**src/sv/ppm_image_stream_parser_core_assert.svh**
```systemverilog
// Assertion macros used by the PPM stream parser top level.
`ifndef PPM_IMAGE_STREAM_PARSER_CORE_ASSERT_SVH
`define PPM_IMAGE_STREAM_PARSER_CORE_ASSERT_SVH

// Same-cycle implication, sampled on clk, off during reset.
`define PPM_ASSERT_SAME(label, ante, cons) \
  label: assert property (@(posedge clk) disable iff (!rst_n) (ante) |-> (cons)) \
    else $error("ppm parser assertion failed");

// Next-cycle implication, sampled on clk, off during reset.
`define PPM_ASSERT_NEXT(label, ante, cons) \
  label: assert property (@(posedge clk) disable iff (!rst_n) (ante) |=> (cons)) \
    else $error("ppm parser assertion failed");

`endif

```
**src/sv/ppm_isp_pkg.sv**
```systemverilog
// Types and constants of the PPM stream parser.
package ppm_isp_pkg;

  localparam int unsigned BYTE_W   = 8;
  localparam int unsigned NUM_W    = 16;
  localparam int unsigned MUL_W    = NUM_W + 4;

  localparam logic [NUM_W-1:0] SAT_MAX     = 16'hFFFF;
  localparam logic [NUM_W-1:0] LIMIT_RESET = 16'd1023;

  localparam logic [BYTE_W-1:0] CH_SPACE = 8'h20;
  localparam logic [BYTE_W-1:0] CH_TAB   = 8'h09;
  localparam logic [BYTE_W-1:0] CH_LF    = 8'h0A;
  localparam logic [BYTE_W-1:0] CH_CR    = 8'h0D;
  localparam logic [BYTE_W-1:0] CH_ZERO  = 8'h30;
  localparam logic [BYTE_W-1:0] CH_NINE  = 8'h39;
  localparam logic [BYTE_W-1:0] CH_P     = 8'h50;
  localparam logic [BYTE_W-1:0] CH_THREE = 8'h33;
  localparam logic [BYTE_W-1:0] CH_SIX   = 8'h36;

  typedef enum logic [8:0] {
    PH_WAIT   = 9'b000000001,
    PH_MAGIC2 = 9'b000000010,
    PH_WIDTH  = 9'b000000100,
    PH_HEIGHT = 9'b000001000,
    PH_MAXVAL = 9'b000010000,
    PH_PLAIN  = 9'b000100000,
    PH_RAW    = 9'b001000000,
    PH_DONE   = 9'b010000000,
    PH_ERROR  = 9'b100000000
  } phase_t;

  typedef enum logic [1:0] {
    K_HEADER = 2'd0,
    K_PIXEL  = 2'd1,
    K_ERROR  = 2'd2
  } kind_t;

  typedef enum logic [1:0] {
    ERR_MAGIC  = 2'd0,
    ERR_JUNK   = 2'd1,
    ERR_MAXVAL = 2'd2
  } err_t;

  typedef enum logic [1:0] {
    CHAN_R = 2'd0,
    CHAN_G = 2'd1,
    CHAN_B = 2'd2
  } chan_t;

  typedef struct packed {
    logic [BYTE_W-1:0] in_byte;
    logic              frame_start;
    logic              last_byte;
  } in_item_t;

  typedef struct packed {
    phase_t            phase;
    logic [BYTE_W-1:0] first_magic;
    logic [NUM_W-1:0]  acc;
    logic              in_num;
    logic [NUM_W-1:0]  img_w;
    logic [NUM_W-1:0]  img_h;
    logic [NUM_W-1:0]  maxval;
    logic              raw_mode;
    logic [NUM_W-1:0]  col;
    logic [NUM_W-1:0]  row;
    chan_t             chan;
    logic [NUM_W-1:0]  held_r;
    logic [NUM_W-1:0]  held_g;
  } parse_state_t;

  typedef struct packed {
    logic             valid;
    kind_t            kind;
    logic [NUM_W-1:0] red;
    logic [NUM_W-1:0] green;
    logic [NUM_W-1:0] blue;
    logic [NUM_W-1:0] column;
    logic [NUM_W-1:0] row_index;
    logic [NUM_W-1:0] width;
    logic [NUM_W-1:0] height;
    logic [NUM_W-1:0] max_sample;
    logic             raw_format;
    err_t             error_code;
    logic             image_done;
  } result_t;

endpackage

```
**src/sv/ppm_isp_if.sv**
```systemverilog
// Valid/ready channel interfaces of the PPM stream parser.
interface ppm_isp_in_if import ppm_isp_pkg::*; ();
  logic              valid;
  logic              ready;
  logic [BYTE_W-1:0] in_byte;
  logic              frame_start;
  logic              last_byte;

  modport source (output valid, in_byte, frame_start, last_byte, input ready);
  modport sink   (input valid, in_byte, frame_start, last_byte, output ready);
endinterface

interface ppm_isp_out_if import ppm_isp_pkg::*; ();
  logic             valid;
  logic             ready;
  logic [1:0]       kind;
  logic [NUM_W-1:0] red;
  logic [NUM_W-1:0] green;
  logic [NUM_W-1:0] blue;
  logic [NUM_W-1:0] column;
  logic [NUM_W-1:0] row_index;
  logic [NUM_W-1:0] width;
  logic [NUM_W-1:0] height;
  logic [NUM_W-1:0] max_sample;
  logic             raw_format;
  logic [1:0]       error_code;
  logic             image_done;

  modport source (output valid, kind, red, green, blue, column, row_index, width, height,
                  max_sample, raw_format, error_code, image_done, input ready);
  modport sink   (input valid, kind, red, green, blue, column, row_index, width, height,
                  max_sample, raw_format, error_code, image_done, output ready);
endinterface

interface ppm_isp_cfg_if import ppm_isp_pkg::*; ();
  logic             valid;
  logic             ready;
  logic [NUM_W-1:0] max_maxval_limit;

  modport source (output valid, max_maxval_limit, input ready);
  modport sink   (input valid, max_maxval_limit, output ready);
endinterface

```
**src/sv/ppm_isp_step.sv**
```systemverilog
// Next-state and result logic for one byte of the PPM stream.
module ppm_isp_step import ppm_isp_pkg::*; (
  input  parse_state_t     st,
  input  in_item_t         item,
  input  logic [NUM_W-1:0] limit,
  output parse_state_t     st_nxt,
  output result_t          res
);

  logic [BYTE_W-1:0] b;
  logic              digit;
  logic              ws;
  logic [NUM_W-1:0]  dval;
  logic [MUL_W-1:0]  acc_mul;
  logic [NUM_W-1:0]  acc_sat;
  logic              num_fire;
  logic [NUM_W-1:0]  num_val;
  logic              pix_fire;
  logic [NUM_W-1:0]  pix_b;
  logic [NUM_W:0]    col_inc;
  logic [NUM_W:0]    row_inc;

  assign b     = item.in_byte;
  assign digit = (b >= CH_ZERO) && (b <= CH_NINE);
  assign ws    = (b == CH_SPACE) || (b == CH_TAB) || (b == CH_LF) || (b == CH_CR);
  assign dval  = {{(NUM_W-BYTE_W){1'b0}}, b - CH_ZERO};

  // acc*10 + digit as shifts and adds, then clamp
  assign acc_mul = ({st.acc, 3'b000} + {2'b00, st.acc, 1'b0}) + {4'b0000, dval};
  assign acc_sat = (acc_mul[MUL_W-1:NUM_W] != '0) ? SAT_MAX : acc_mul[NUM_W-1:0];

  assign col_inc = {1'b0, st.col} + 1'b1;
  assign row_inc = {1'b0, st.row} + 1'b1;

  always_comb begin
    st_nxt   = st;
    res      = '0;
    num_fire = 1'b0;
    num_val  = '0;
    pix_fire = 1'b0;
    pix_b    = '0;

    if (item.frame_start) begin
      st_nxt             = '0;
      st_nxt.phase       = PH_MAGIC2;
      st_nxt.first_magic = b;
      st_nxt.chan        = CHAN_R;
    end else begin
      unique case (st.phase)
        PH_MAGIC2: begin
          if (st.first_magic == CH_P && b == CH_THREE) begin
            st_nxt.raw_mode = 1'b0;
            st_nxt.phase    = PH_WIDTH;
          end else if (st.first_magic == CH_P && b == CH_SIX) begin
            st_nxt.raw_mode = 1'b1;
            st_nxt.phase    = PH_WIDTH;
          end else begin
            st_nxt.phase   = PH_ERROR;
            res.valid      = 1'b1;
            res.kind       = K_ERROR;
            res.error_code = ERR_MAGIC;
          end
        end
        PH_WIDTH, PH_HEIGHT, PH_MAXVAL, PH_PLAIN: begin
          if (st.in_num) begin
            if (digit) begin
              st_nxt.acc = acc_sat;
            end else begin
              st_nxt.in_num = 1'b0;
              num_fire      = 1'b1;
              num_val       = st.acc;
            end
          end else if (digit) begin
            st_nxt.in_num = 1'b1;
            st_nxt.acc    = dval;
          end else if (!ws) begin
            st_nxt.phase   = PH_ERROR;
            res.valid      = 1'b1;
            res.kind       = K_ERROR;
            res.error_code = ERR_JUNK;
          end
          // last byte closes a pending number
          if (item.last_byte && st_nxt.in_num) begin
            st_nxt.in_num = 1'b0;
            num_fire      = 1'b1;
            num_val       = st_nxt.acc;
          end
        end
        PH_RAW: begin
          unique case (st.chan)
            CHAN_R: begin
              st_nxt.held_r = {{(NUM_W-BYTE_W){1'b0}}, b};
              st_nxt.chan   = CHAN_G;
            end
            CHAN_G: begin
              st_nxt.held_g = {{(NUM_W-BYTE_W){1'b0}}, b};
              st_nxt.chan   = CHAN_B;
            end
            default: begin
              st_nxt.chan = CHAN_R;
              pix_fire    = 1'b1;
              pix_b       = {{(NUM_W-BYTE_W){1'b0}}, b};
            end
          endcase
        end
        default: ;
      endcase
    end

    // a finished decimal number, used by phase
    if (num_fire) begin
      st_nxt.acc = '0;
      unique case (st.phase)
        PH_WIDTH: begin
          st_nxt.img_w = num_val;
          st_nxt.phase = PH_HEIGHT;
        end
        PH_HEIGHT: begin
          st_nxt.img_h = num_val;
          st_nxt.phase = PH_MAXVAL;
        end
        PH_MAXVAL: begin
          st_nxt.maxval = num_val;
          res.valid     = 1'b1;
          if (num_val > limit) begin
            st_nxt.phase   = PH_ERROR;
            res.kind       = K_ERROR;
            res.error_code = ERR_MAXVAL;
          end else begin
            res.kind       = K_HEADER;
            res.width      = st.img_w;
            res.height     = st.img_h;
            res.max_sample = num_val;
            res.raw_format = st.raw_mode;
            if (st.img_w == '0 || st.img_h == '0) begin
              res.image_done = 1'b1;
              st_nxt.phase   = PH_DONE;
            end else begin
              st_nxt.phase = st.raw_mode ? PH_RAW : PH_PLAIN;
            end
          end
        end
        PH_PLAIN: begin
          unique case (st.chan)
            CHAN_R: begin
              st_nxt.held_r = num_val;
              st_nxt.chan   = CHAN_G;
            end
            CHAN_G: begin
              st_nxt.held_g = num_val;
              st_nxt.chan   = CHAN_B;
            end
            default: begin
              st_nxt.chan = CHAN_R;
              pix_fire    = 1'b1;
              pix_b       = num_val;
            end
          endcase
        end
        default: ;
      endcase
    end

    // pixel out, advance raster position
    if (pix_fire) begin
      res.valid      = 1'b1;
      res.kind       = K_PIXEL;
      res.red        = st.held_r;
      res.green      = st.held_g;
      res.blue       = pix_b;
      res.column     = st.col;
      res.row_index  = st.row;
      res.raw_format = st.raw_mode;
      if (col_inc >= {1'b0, st.img_w}) begin
        st_nxt.col = '0;
        st_nxt.row = row_inc[NUM_W-1:0];
        if (row_inc >= {1'b0, st.img_h}) begin
          res.image_done = 1'b1;
          st_nxt.phase   = PH_DONE;
        end
      end else begin
        st_nxt.col = col_inc[NUM_W-1:0];
      end
    end
  end

endmodule

```
**src/sv/ppm_image_stream_parser_core.sv**
```systemverilog
// Top level of the PPM (P3/P6) byte stream parser.
// Path: a byte goes into the input register, then its result item into the
//   result register.
// Throughput: one byte per cycle while results are taken; a byte that makes a
//   result waits while the result register is full and stalled.
// Reset: rst_n synchronous, active low; parser waits for frame_start, limit = 1023.
`include "ppm_image_stream_parser_core_assert.svh"

module ppm_image_stream_parser_core import ppm_isp_pkg::*; (
  input logic             clk,
  input logic             rst_n,
  ppm_isp_in_if.sink      in_ch,
  ppm_isp_out_if.source   out_ch,
  ppm_isp_cfg_if.sink     cfg_ch
);

  // ---------------------------------------------------------------------
  // Configuration: maxval limit, always writable.
  // ---------------------------------------------------------------------
  logic [NUM_W-1:0] limit_r;

  assign cfg_ch.ready = 1'b1;

  always_ff @(posedge clk) begin
    if (!rst_n) begin
      limit_r <= LIMIT_RESET;
    end else if (cfg_ch.valid) begin
      limit_r <= cfg_ch.max_maxval_limit;
    end
  end

  // ---------------------------------------------------------------------
  // Input register. The held byte is parsed when the result slot can take
  // what it makes (bytes with no result never wait on the output side).
  // ---------------------------------------------------------------------
  logic         in_valid_r;
  in_item_t     in_item_r;
  logic         advance;
  logic         in_take;

  parse_state_t st_r;
  parse_state_t st_nxt;
  parse_state_t st_init;
  result_t      res;

  logic         out_valid_r;
  result_t      out_r;

  assign advance     = in_valid_r && (!res.valid || !out_valid_r || out_ch.ready);
  assign in_ch.ready = !in_valid_r || advance;
  assign in_take     = in_ch.valid && in_ch.ready;

  always_ff @(posedge clk) begin
    if (!rst_n) begin
      in_valid_r <= 1'b0;
    end else if (in_ch.ready) begin
      in_valid_r <= in_ch.valid;
    end
  end

  always_ff @(posedge clk) begin
    if (in_take) begin
      in_item_r.in_byte     <= in_ch.in_byte;
      in_item_r.frame_start <= in_ch.frame_start;
      in_item_r.last_byte   <= in_ch.last_byte;
    end
  end

  // ---------------------------------------------------------------------
  // Parse step: next parser state and an optional result item.
  // ---------------------------------------------------------------------
  ppm_isp_step u_step (
    .st     (st_r),
    .item   (in_item_r),
    .limit  (limit_r),
    .st_nxt (st_nxt),
    .res    (res)
  );

  // reset image: all zero, waiting for frame_start
  always_comb begin
    st_init       = '0;
    st_init.phase = PH_WAIT;
  end

  always_ff @(posedge clk) begin
    if (!rst_n) begin
      st_r <= st_init;
    end else if (advance) begin
      st_r <= st_nxt;
    end
  end

  // ---------------------------------------------------------------------
  // Result register: holds an item until the sink takes it.
  // ---------------------------------------------------------------------
  always_ff @(posedge clk) begin
    if (!rst_n) begin
      out_valid_r <= 1'b0;
    end else if (advance && res.valid) begin
      out_valid_r <= 1'b1;
    end else if (out_ch.ready) begin
      out_valid_r <= 1'b0;
    end
  end

  always_ff @(posedge clk) begin
    if (advance && res.valid) begin
      out_r <= res;
    end
  end

  assign out_ch.valid      = out_valid_r;
  assign out_ch.kind       = out_r.kind;
  assign out_ch.red        = out_r.red;
  assign out_ch.green      = out_r.green;
  assign out_ch.blue       = out_r.blue;
  assign out_ch.column     = out_r.column;
  assign out_ch.row_index  = out_r.row_index;
  assign out_ch.width      = out_r.width;
  assign out_ch.height     = out_r.height;
  assign out_ch.max_sample = out_r.max_sample;
  assign out_ch.raw_format = out_r.raw_format;
  assign out_ch.error_code = out_r.error_code;
  assign out_ch.image_done = out_r.image_done;

  // ---------------------------------------------------------------------
  // Checks
  // ---------------------------------------------------------------------
  // a stalled result is never overwritten
  `PPM_ASSERT_SAME(a_no_overwrite, out_valid_r && !out_ch.ready, !(advance && res.valid))
  // a killed frame stays silent until frame_start
  `PPM_ASSERT_SAME(a_error_silent,
    advance && !in_item_r.frame_start && st_r.phase == PH_ERROR, !res.valid)
  // frame_start always restarts at the second magic byte
  `PPM_ASSERT_NEXT(a_start_magic, advance && in_item_r.frame_start, st_r.phase == PH_MAGIC2)

endmodule
```
**src/flat_wrapper.sv**
```systemverilog
// flat-port wrapper written by rule: the top's interface ports become plain ports
module ppm_image_stream_parser_core_flat import ppm_isp_pkg::*;
  (clk, rst_n, in_ch_valid, in_ch_in_byte, in_ch_frame_start, in_ch_last_byte, in_ch_ready, out_ch_valid, out_ch_kind, out_ch_red, out_ch_green, out_ch_blue, out_ch_column, out_ch_row_index, out_ch_width, out_ch_height, out_ch_max_sample, out_ch_raw_format, out_ch_error_code, out_ch_image_done, out_ch_ready, cfg_ch_valid, cfg_ch_max_maxval_limit, cfg_ch_ready);
  ppm_isp_in_if in_ch_i ();
  ppm_isp_out_if out_ch_i ();
  ppm_isp_cfg_if cfg_ch_i ();
  input logic clk;
  input logic rst_n;
  input wire logic [$bits(in_ch_i.valid)-1:0] in_ch_valid;
  input wire logic [$bits(in_ch_i.in_byte)-1:0] in_ch_in_byte;
  input wire logic [$bits(in_ch_i.frame_start)-1:0] in_ch_frame_start;
  input wire logic [$bits(in_ch_i.last_byte)-1:0] in_ch_last_byte;
  output wire logic [$bits(in_ch_i.ready)-1:0] in_ch_ready;
  output wire logic [$bits(out_ch_i.valid)-1:0] out_ch_valid;
  output wire logic [$bits(out_ch_i.kind)-1:0] out_ch_kind;
  output wire logic [$bits(out_ch_i.red)-1:0] out_ch_red;
  output wire logic [$bits(out_ch_i.green)-1:0] out_ch_green;
  output wire logic [$bits(out_ch_i.blue)-1:0] out_ch_blue;
  output wire logic [$bits(out_ch_i.column)-1:0] out_ch_column;
  output wire logic [$bits(out_ch_i.row_index)-1:0] out_ch_row_index;
  output wire logic [$bits(out_ch_i.width)-1:0] out_ch_width;
  output wire logic [$bits(out_ch_i.height)-1:0] out_ch_height;
  output wire logic [$bits(out_ch_i.max_sample)-1:0] out_ch_max_sample;
  output wire logic [$bits(out_ch_i.raw_format)-1:0] out_ch_raw_format;
  output wire logic [$bits(out_ch_i.error_code)-1:0] out_ch_error_code;
  output wire logic [$bits(out_ch_i.image_done)-1:0] out_ch_image_done;
  input wire logic [$bits(out_ch_i.ready)-1:0] out_ch_ready;
  input wire logic [$bits(cfg_ch_i.valid)-1:0] cfg_ch_valid;
  input wire logic [$bits(cfg_ch_i.max_maxval_limit)-1:0] cfg_ch_max_maxval_limit;
  output wire logic [$bits(cfg_ch_i.ready)-1:0] cfg_ch_ready;
  assign in_ch_i.valid = in_ch_valid;
  assign in_ch_i.in_byte = in_ch_in_byte;
  assign in_ch_i.frame_start = in_ch_frame_start;
  assign in_ch_i.last_byte = in_ch_last_byte;
  assign in_ch_ready = in_ch_i.ready;
  assign out_ch_valid = out_ch_i.valid;
  assign out_ch_kind = out_ch_i.kind;
  assign out_ch_red = out_ch_i.red;
  assign out_ch_green = out_ch_i.green;
  assign out_ch_blue = out_ch_i.blue;
  assign out_ch_column = out_ch_i.column;
  assign out_ch_row_index = out_ch_i.row_index;
  assign out_ch_width = out_ch_i.width;
  assign out_ch_height = out_ch_i.height;
  assign out_ch_max_sample = out_ch_i.max_sample;
  assign out_ch_raw_format = out_ch_i.raw_format;
  assign out_ch_error_code = out_ch_i.error_code;
  assign out_ch_image_done = out_ch_i.image_done;
  assign out_ch_i.ready = out_ch_ready;
  assign cfg_ch_i.valid = cfg_ch_valid;
  assign cfg_ch_i.max_maxval_limit = cfg_ch_max_maxval_limit;
  assign cfg_ch_ready = cfg_ch_i.ready;
  ppm_image_stream_parser_core u_core (.clk(clk), .rst_n(rst_n), .in_ch(in_ch_i), .out_ch(out_ch_i), .cfg_ch(cfg_ch_i));
endmodule
```
**config.mk**
```make
export PLATFORM = sky130hd
export DESIGN_NAME = ppm_image_stream_parser_core_flat
export DESIGN_NICKNAME = d
export VERILOG_FILES = /design/src/sv/ppm_isp_pkg.sv /design/src/sv/ppm_isp_if.sv /design/src/sv/ppm_isp_step.sv /design/src/sv/ppm_image_stream_parser_core.sv /design/src/flat_wrapper.sv
export VERILOG_INCLUDE_DIRS = /design/src /design/src/sv
export SDC_FILE = /design/constraint.sdc
export NUM_CORES = 1
export LEC_CHECK = 0
export BUFFER_PORTS_ARGS = -buffer_cell sky130_fd_sc_hd__buf_4
export CAP_MARGIN = 0
export CELL_PAD_IN_SITES_DETAIL_PLACEMENT = 1
export CELL_PAD_IN_SITES_GLOBAL_PLACEMENT = 2
export CORE_MARGIN = 4
export CORE_UTILIZATION = 41
export CTS_CLUSTER_DIAMETER = 40
export DETAILED_ROUTE_END_ITERATION = 8
export GPL_TIMING_DRIVEN = 0
export MAX_ROUTING_LAYER = met4
export PLACE_DENSITY = 0.91
export SLEW_MARGIN = 20
export SYNTH_ARGS = -nofsm -noshare
export SYNTH_HDL_FRONTEND = slang
export SYNTH_HIERARCHICAL = 1
export SYNTH_SLANG_ARGS = --single-unit
```
**constraint.sdc**
```tcl
create_clock -name clk -period 17.83 [get_ports clk]
set_input_delay 0.8915 -clock clk [delete_from_list [all_inputs] [get_ports clk]]
set_output_delay 0.8915 -clock clk [all_outputs]
set_load 0.01 [all_outputs]
```
Word level (Yosys, flattened, before mapping)

Cells that the tools add are included.

Add/subtract/negate cells: 5
Multipliers: 0
Div/mod/pow operators: 0
Order comparisons: 5
Equality and inequality tests: 14
Shift operators: 0
Muxes and demuxes: 98
Bitwise operators: 2
Reductions and logical operators: 35

Operators with widths:

| kind                                           | count |
|---|---|
| two-way mux 16 bit                             | 20 |
| two-way mux 34 bit                             | 4 |
| two-way mux 17 bit                             | 6 |
| two-way mux 9 bit                              | 11 |
| two-way mux 48 bit                             | 2 |
| two-way mux 83 bit                             | 1 |
| two-way mux 32 bit                             | 2 |
| adder 16 x 1 -> 17 bit (second input constant) | 2 |
| >= comparator 17 x 16 -> 1 bit                 | 2 |
| logical NOT 16 bit                             | 2 |
| two-way mux 8 bit                              | 4 |
| two-way mux 1 bit                              | 31 |
| one-hot mux 9 bit (3 select lines)             | 1 |
| == test 8 x 4 -> 1 bit (second input constant) | 3 |
| == test 8 x 6 -> 1 bit (second input constant) | 3 |
| two-way mux 3 bit                              | 8 |
| adder 19 x 17 -> 20 bit                        | 1 |
| adder 20 x 8 -> 20 bit                         | 1 |
| one-hot mux 9 bit (2 select lines)             | 1 |
| greater-than comparator 16 bit                 | 1 |
| == test 9 x 2 -> 1 bit (second input constant) | 1 |
| == test 9 x 3 -> 1 bit (second input constant) | 1 |
| == test 9 x 4 -> 1 bit (second input constant) | 1 |
| == test 9 x 5 -> 1 bit (second input constant) | 1 |
| other kinds (25)                               | 49 |

Bits in registers: 311
Latch bits: 0
Memory bits (writable): 0
Bits in read-only memories: 0
Input port bits: 31
Output and inout bits: 137
Logic and storage cells: 190
Memories kept: 0

Longest topological paths before layout

Depth after elaboration: 23
Depth in mapped cells: 28

Cells and area by module

The synthesis kept the hierarchy.

Modules (own cells, without submodules):

| module                       | instances | cells each | area each (µm²) | seq. area each (µm²) |
|---|---|---|---|---|
| ppm_image_stream_parser_core | 1         | 855        | 10955.5         | 7667.4 |
| ppm_isp_step                 | 1         | 1132       | 7169.4          | 0.0 |

Least setup slack after synthesis

No wires, ideal clock.

Path type: flip-flop to flip-flop
Start point: register u_core/in_item_r[7] (netlist name)
End point: register u_core.out_r (netlist bit u_core/out_ch.blue[0]), enable pin
Data arrival time: 5.793 ns
Data required time: 17.321 ns
Slack: 11.528 ns
Stages on the path, launching flop included: 14
Path buffers: 5
Path through: edfxtp_1 > ha_1 > nor3b_1 > a21oi_1 > o21ai_1 > or2_1 > clkbuf_1 > clkbuf_1 > nand3_1 > a21boi_1 > buf_4 > buf_8 > buf_8 > and2_1

RTL lines:

| element              | RTL line                            | RTL |
|---|---|---|
| start, declared      | ppm_image_stream_parser_core.sv:37  | `in_item_t in_item_r;` |
| end signal, assigned | ppm_image_stream_parser_core.sv:109 | `out_r <= res;` |
| end, declared        | ppm_image_stream_parser_core.sv:47  | `result_t out_r;` |

==> flow_metrics.py <==
metrics = {
    "sta": {
        "tightest_slew_ns": 1.06,
        "period_needed_ns": 8.08,
        "rsz0062_at_grt": "no",
        "setup_viol": 0,
        "fin_skew_ns": 0.0188,
        "hold_viol_final": 0,
        "slew_violations": 0,
        "finalCritPeriodShare": 0.453,
        "fmaxAchievable_mhz": 124,
        "relSlewSlack": 0.287,
        "setup_tns_ns": 0,
    },
    "clock_tree": {
        "clkTransAtPathRegs_ns": 0.05,
        "clock_latency_ns": 0.59,
        "root_buffer": "clkbuf_16",
        "cts_tree": "yes",
        "numCtsBuffers": 48,
        "cts.path.max_buffers": 3,
        "h-tree-depth": 2,
        "post_cts_buffers": 0,
        "cts_resized": 0,
        "cts_hold_buf": 0,
        "clkSinkCount": 295,
    },
    "pwr": {
        "power_density_mw_per_mm2": 82.8,
        "p_leak_nw": 7.62,
        "max-vdd-ir-drop_mv": 0.0613,
    },
    "detailed_routing": {
        "ant_nets": 0,
        "dr.pass1.iters": 5,
        "num_vias": 15000,
        "drt-total-wl_um": 58000,
        "drc": 0,
        "wl_per_cell_um": 21.6,
        "vias_per_cell": 5.60,
        "drt_iter0_markers": 956,
    },
    "grt": {
        "met2_usage": 0.435,
        "grtUsageMet3": 0.0418,
        "overflow": 0,
        "grt_pass1_vias": 15700,
        "grt_start_max_net_pins": 63,
        "antenna_found_initial": 0,
        "grt_usage": 0.259,
        "grtUsageMet1": 0.323,
        "grt_pass1_wl_um": 89600,
        "grt-busiest-layer": "met2",
    },
    "die": {
        "die_y_um": 213,
        "ioPinCount": 168,
        "initial_core_util": 0.414,
        "dieArea_mm2": 0.0456,
        "core_mm2": 0.0419,
        "die_w_um": 213,
        "rows": 75,
    },
    "min_path": {
        "hold_class": "flip-flop to flip-flop",
    },
    "worst_setup_path": {
        "crit_fanout": 10,
        "worst_path_largest_cell_delay_ns": 0.69,
        "startpoint_type": "flip-flop",
        "required_ns": 18.34,
        "crit_slowest_cell": "a21oi_2",
        "cp_common_cell": "a21oi_1",
        "cp.arrival_ns": 8.59,
        "crit_path_end_kind": "flip-flop",
        "critPathKind": "flip-flop to flip-flop",
    },
    "layout": {
        "final_cells": 2680,
        "antenna_cells": 0,
        "layout_commonest_cell": "nand2_1",
        "fin_nets": 2219,
        "syn2layout_area_growth_pct": 20.5,
        "final_cell_mix": "371 x nand2_1, 177 x buf_4, 160 x mux2i_1",
        "layout-drive-gt1-share": 0.156,
    },
    "placement": {
        "dp_hpwl_um": 41900,
        "globalplace.congestion": 0.903,
        "port_buffers": 164,
        "dp_cells": 2591,
    },
    "run": {
        "maxCapViolations": 0,
    },
    "synthesis": {
        "syn-num-nets": 2003,
        "avgSynthCellArea_um2": 9.18,
        "yosys_warnings": 6,
        "synthCells": 1886,
        "syn_area_mm2": 0.0173,
    },
    "status": {
        "status": "complete, no violations",
    },
}
==> sequential cells by signal (all words and copies together) (netlist names) <==
name / count
u_core/st_r: 133
u_core/limit_r: 16
u_core/out_ch.blue: 16
u_core/out_ch.column: 16
u_core/out_ch.green: 16
u_core/out_ch.height: 16
u_core/out_ch.max_sample: 16
u_core/out_ch.red: 16
u_core/out_ch.row_index: 16
u_core/out_ch.width: 16
u_core/in_item_r: 10
u_core/out_ch.error_code: 2
u_core/out_ch.kind: 2
u_core/in_valid_r: 1
u_core/out_ch.image_done: 1
u_core/out_ch.raw_format: 1
u_core/out_ch.valid: 1
==> area by class of cell <==
class / instances / area [µm²]
buffer: 123 / 657
multi-input combinational: 1394 / 9030
inverter: 74 / 278
fill: 4815 / 21000
clock inverter: 35 / 322
clock buffer: 54 / 1270
tap: 539 / 674
sequential: 295 / 7350
timing repair buffer: 166 / 1290
==> power breakdown <==
group	switching (mW)	total [mW]	internal [mW]
combinational	0.0592	0.0926	0.0334
clock	0.365	0.918	0.553
sequential	0.00535	0.717	0.711
==> worst max-delay path: cells and delay by family (launching register included) <==
kind                       cells  cell delay, ns
buffers and inverters          3            1.21
xor gates and xnor gates       1            0.35
DFF                            1            0.32
and+or+nand+nor                7            1.50
adders and majority gates      3            1.22
muxes                          2            0.47
AOI/OAI and AO/OA             12            2.87
==> worst paths after layout <==
path	from	to	slack [ns]	depth (start not counted)
setup / recovery	u_core/in_item_r[8]	u_core/st_r[147]	9.75	28
hold / removal	u_core/st_r[145]	u_core/st_r[145]	0.46	2
setup reg to reg	u_core/in_item_r[8]	u_core/st_r[147]	9.75	28
hold reg to reg	u_core/st_r[145]	u_core/st_r[145]	0.46	2
==> stage by stage <==
| stage | hold WS, ns | util | cell area, µm² | setup slack [ns] | total power, mW |
|---|---|---|---|---|---|
| finish | 0.457 | 0.498 | 20900 | 9.75 | 1.73 |
| floorplan | 0.431 | - | 17300 | 11.58 | 0.788 |
| CTS | 0.454 | 0.498 | 20900 | 9.89 | 1.75 |
| detailed placement | 0.449 | 0.461 | 19300 | 9.92 | 0.822 |
| global route | 0.463 | 0.498 | 20900 | 9.49 | 1.79 |
| global placement | 0.438 | 0.459 | 19200 | 8.97 | 0.819 |
==> routing by layer <==
layer | wire [µm] | vias up | part of all wire
li1 | - | 6996 | -
met1 | 24600 | 7470 | 0.42
met2 | 28500 | 429 | 0.49
met3 | 3250 | 108 | 0.056
met4 | 1720 | 0 | 0.030
met5 | 0 | - | 0
Power figures use the tool's default switching activity.
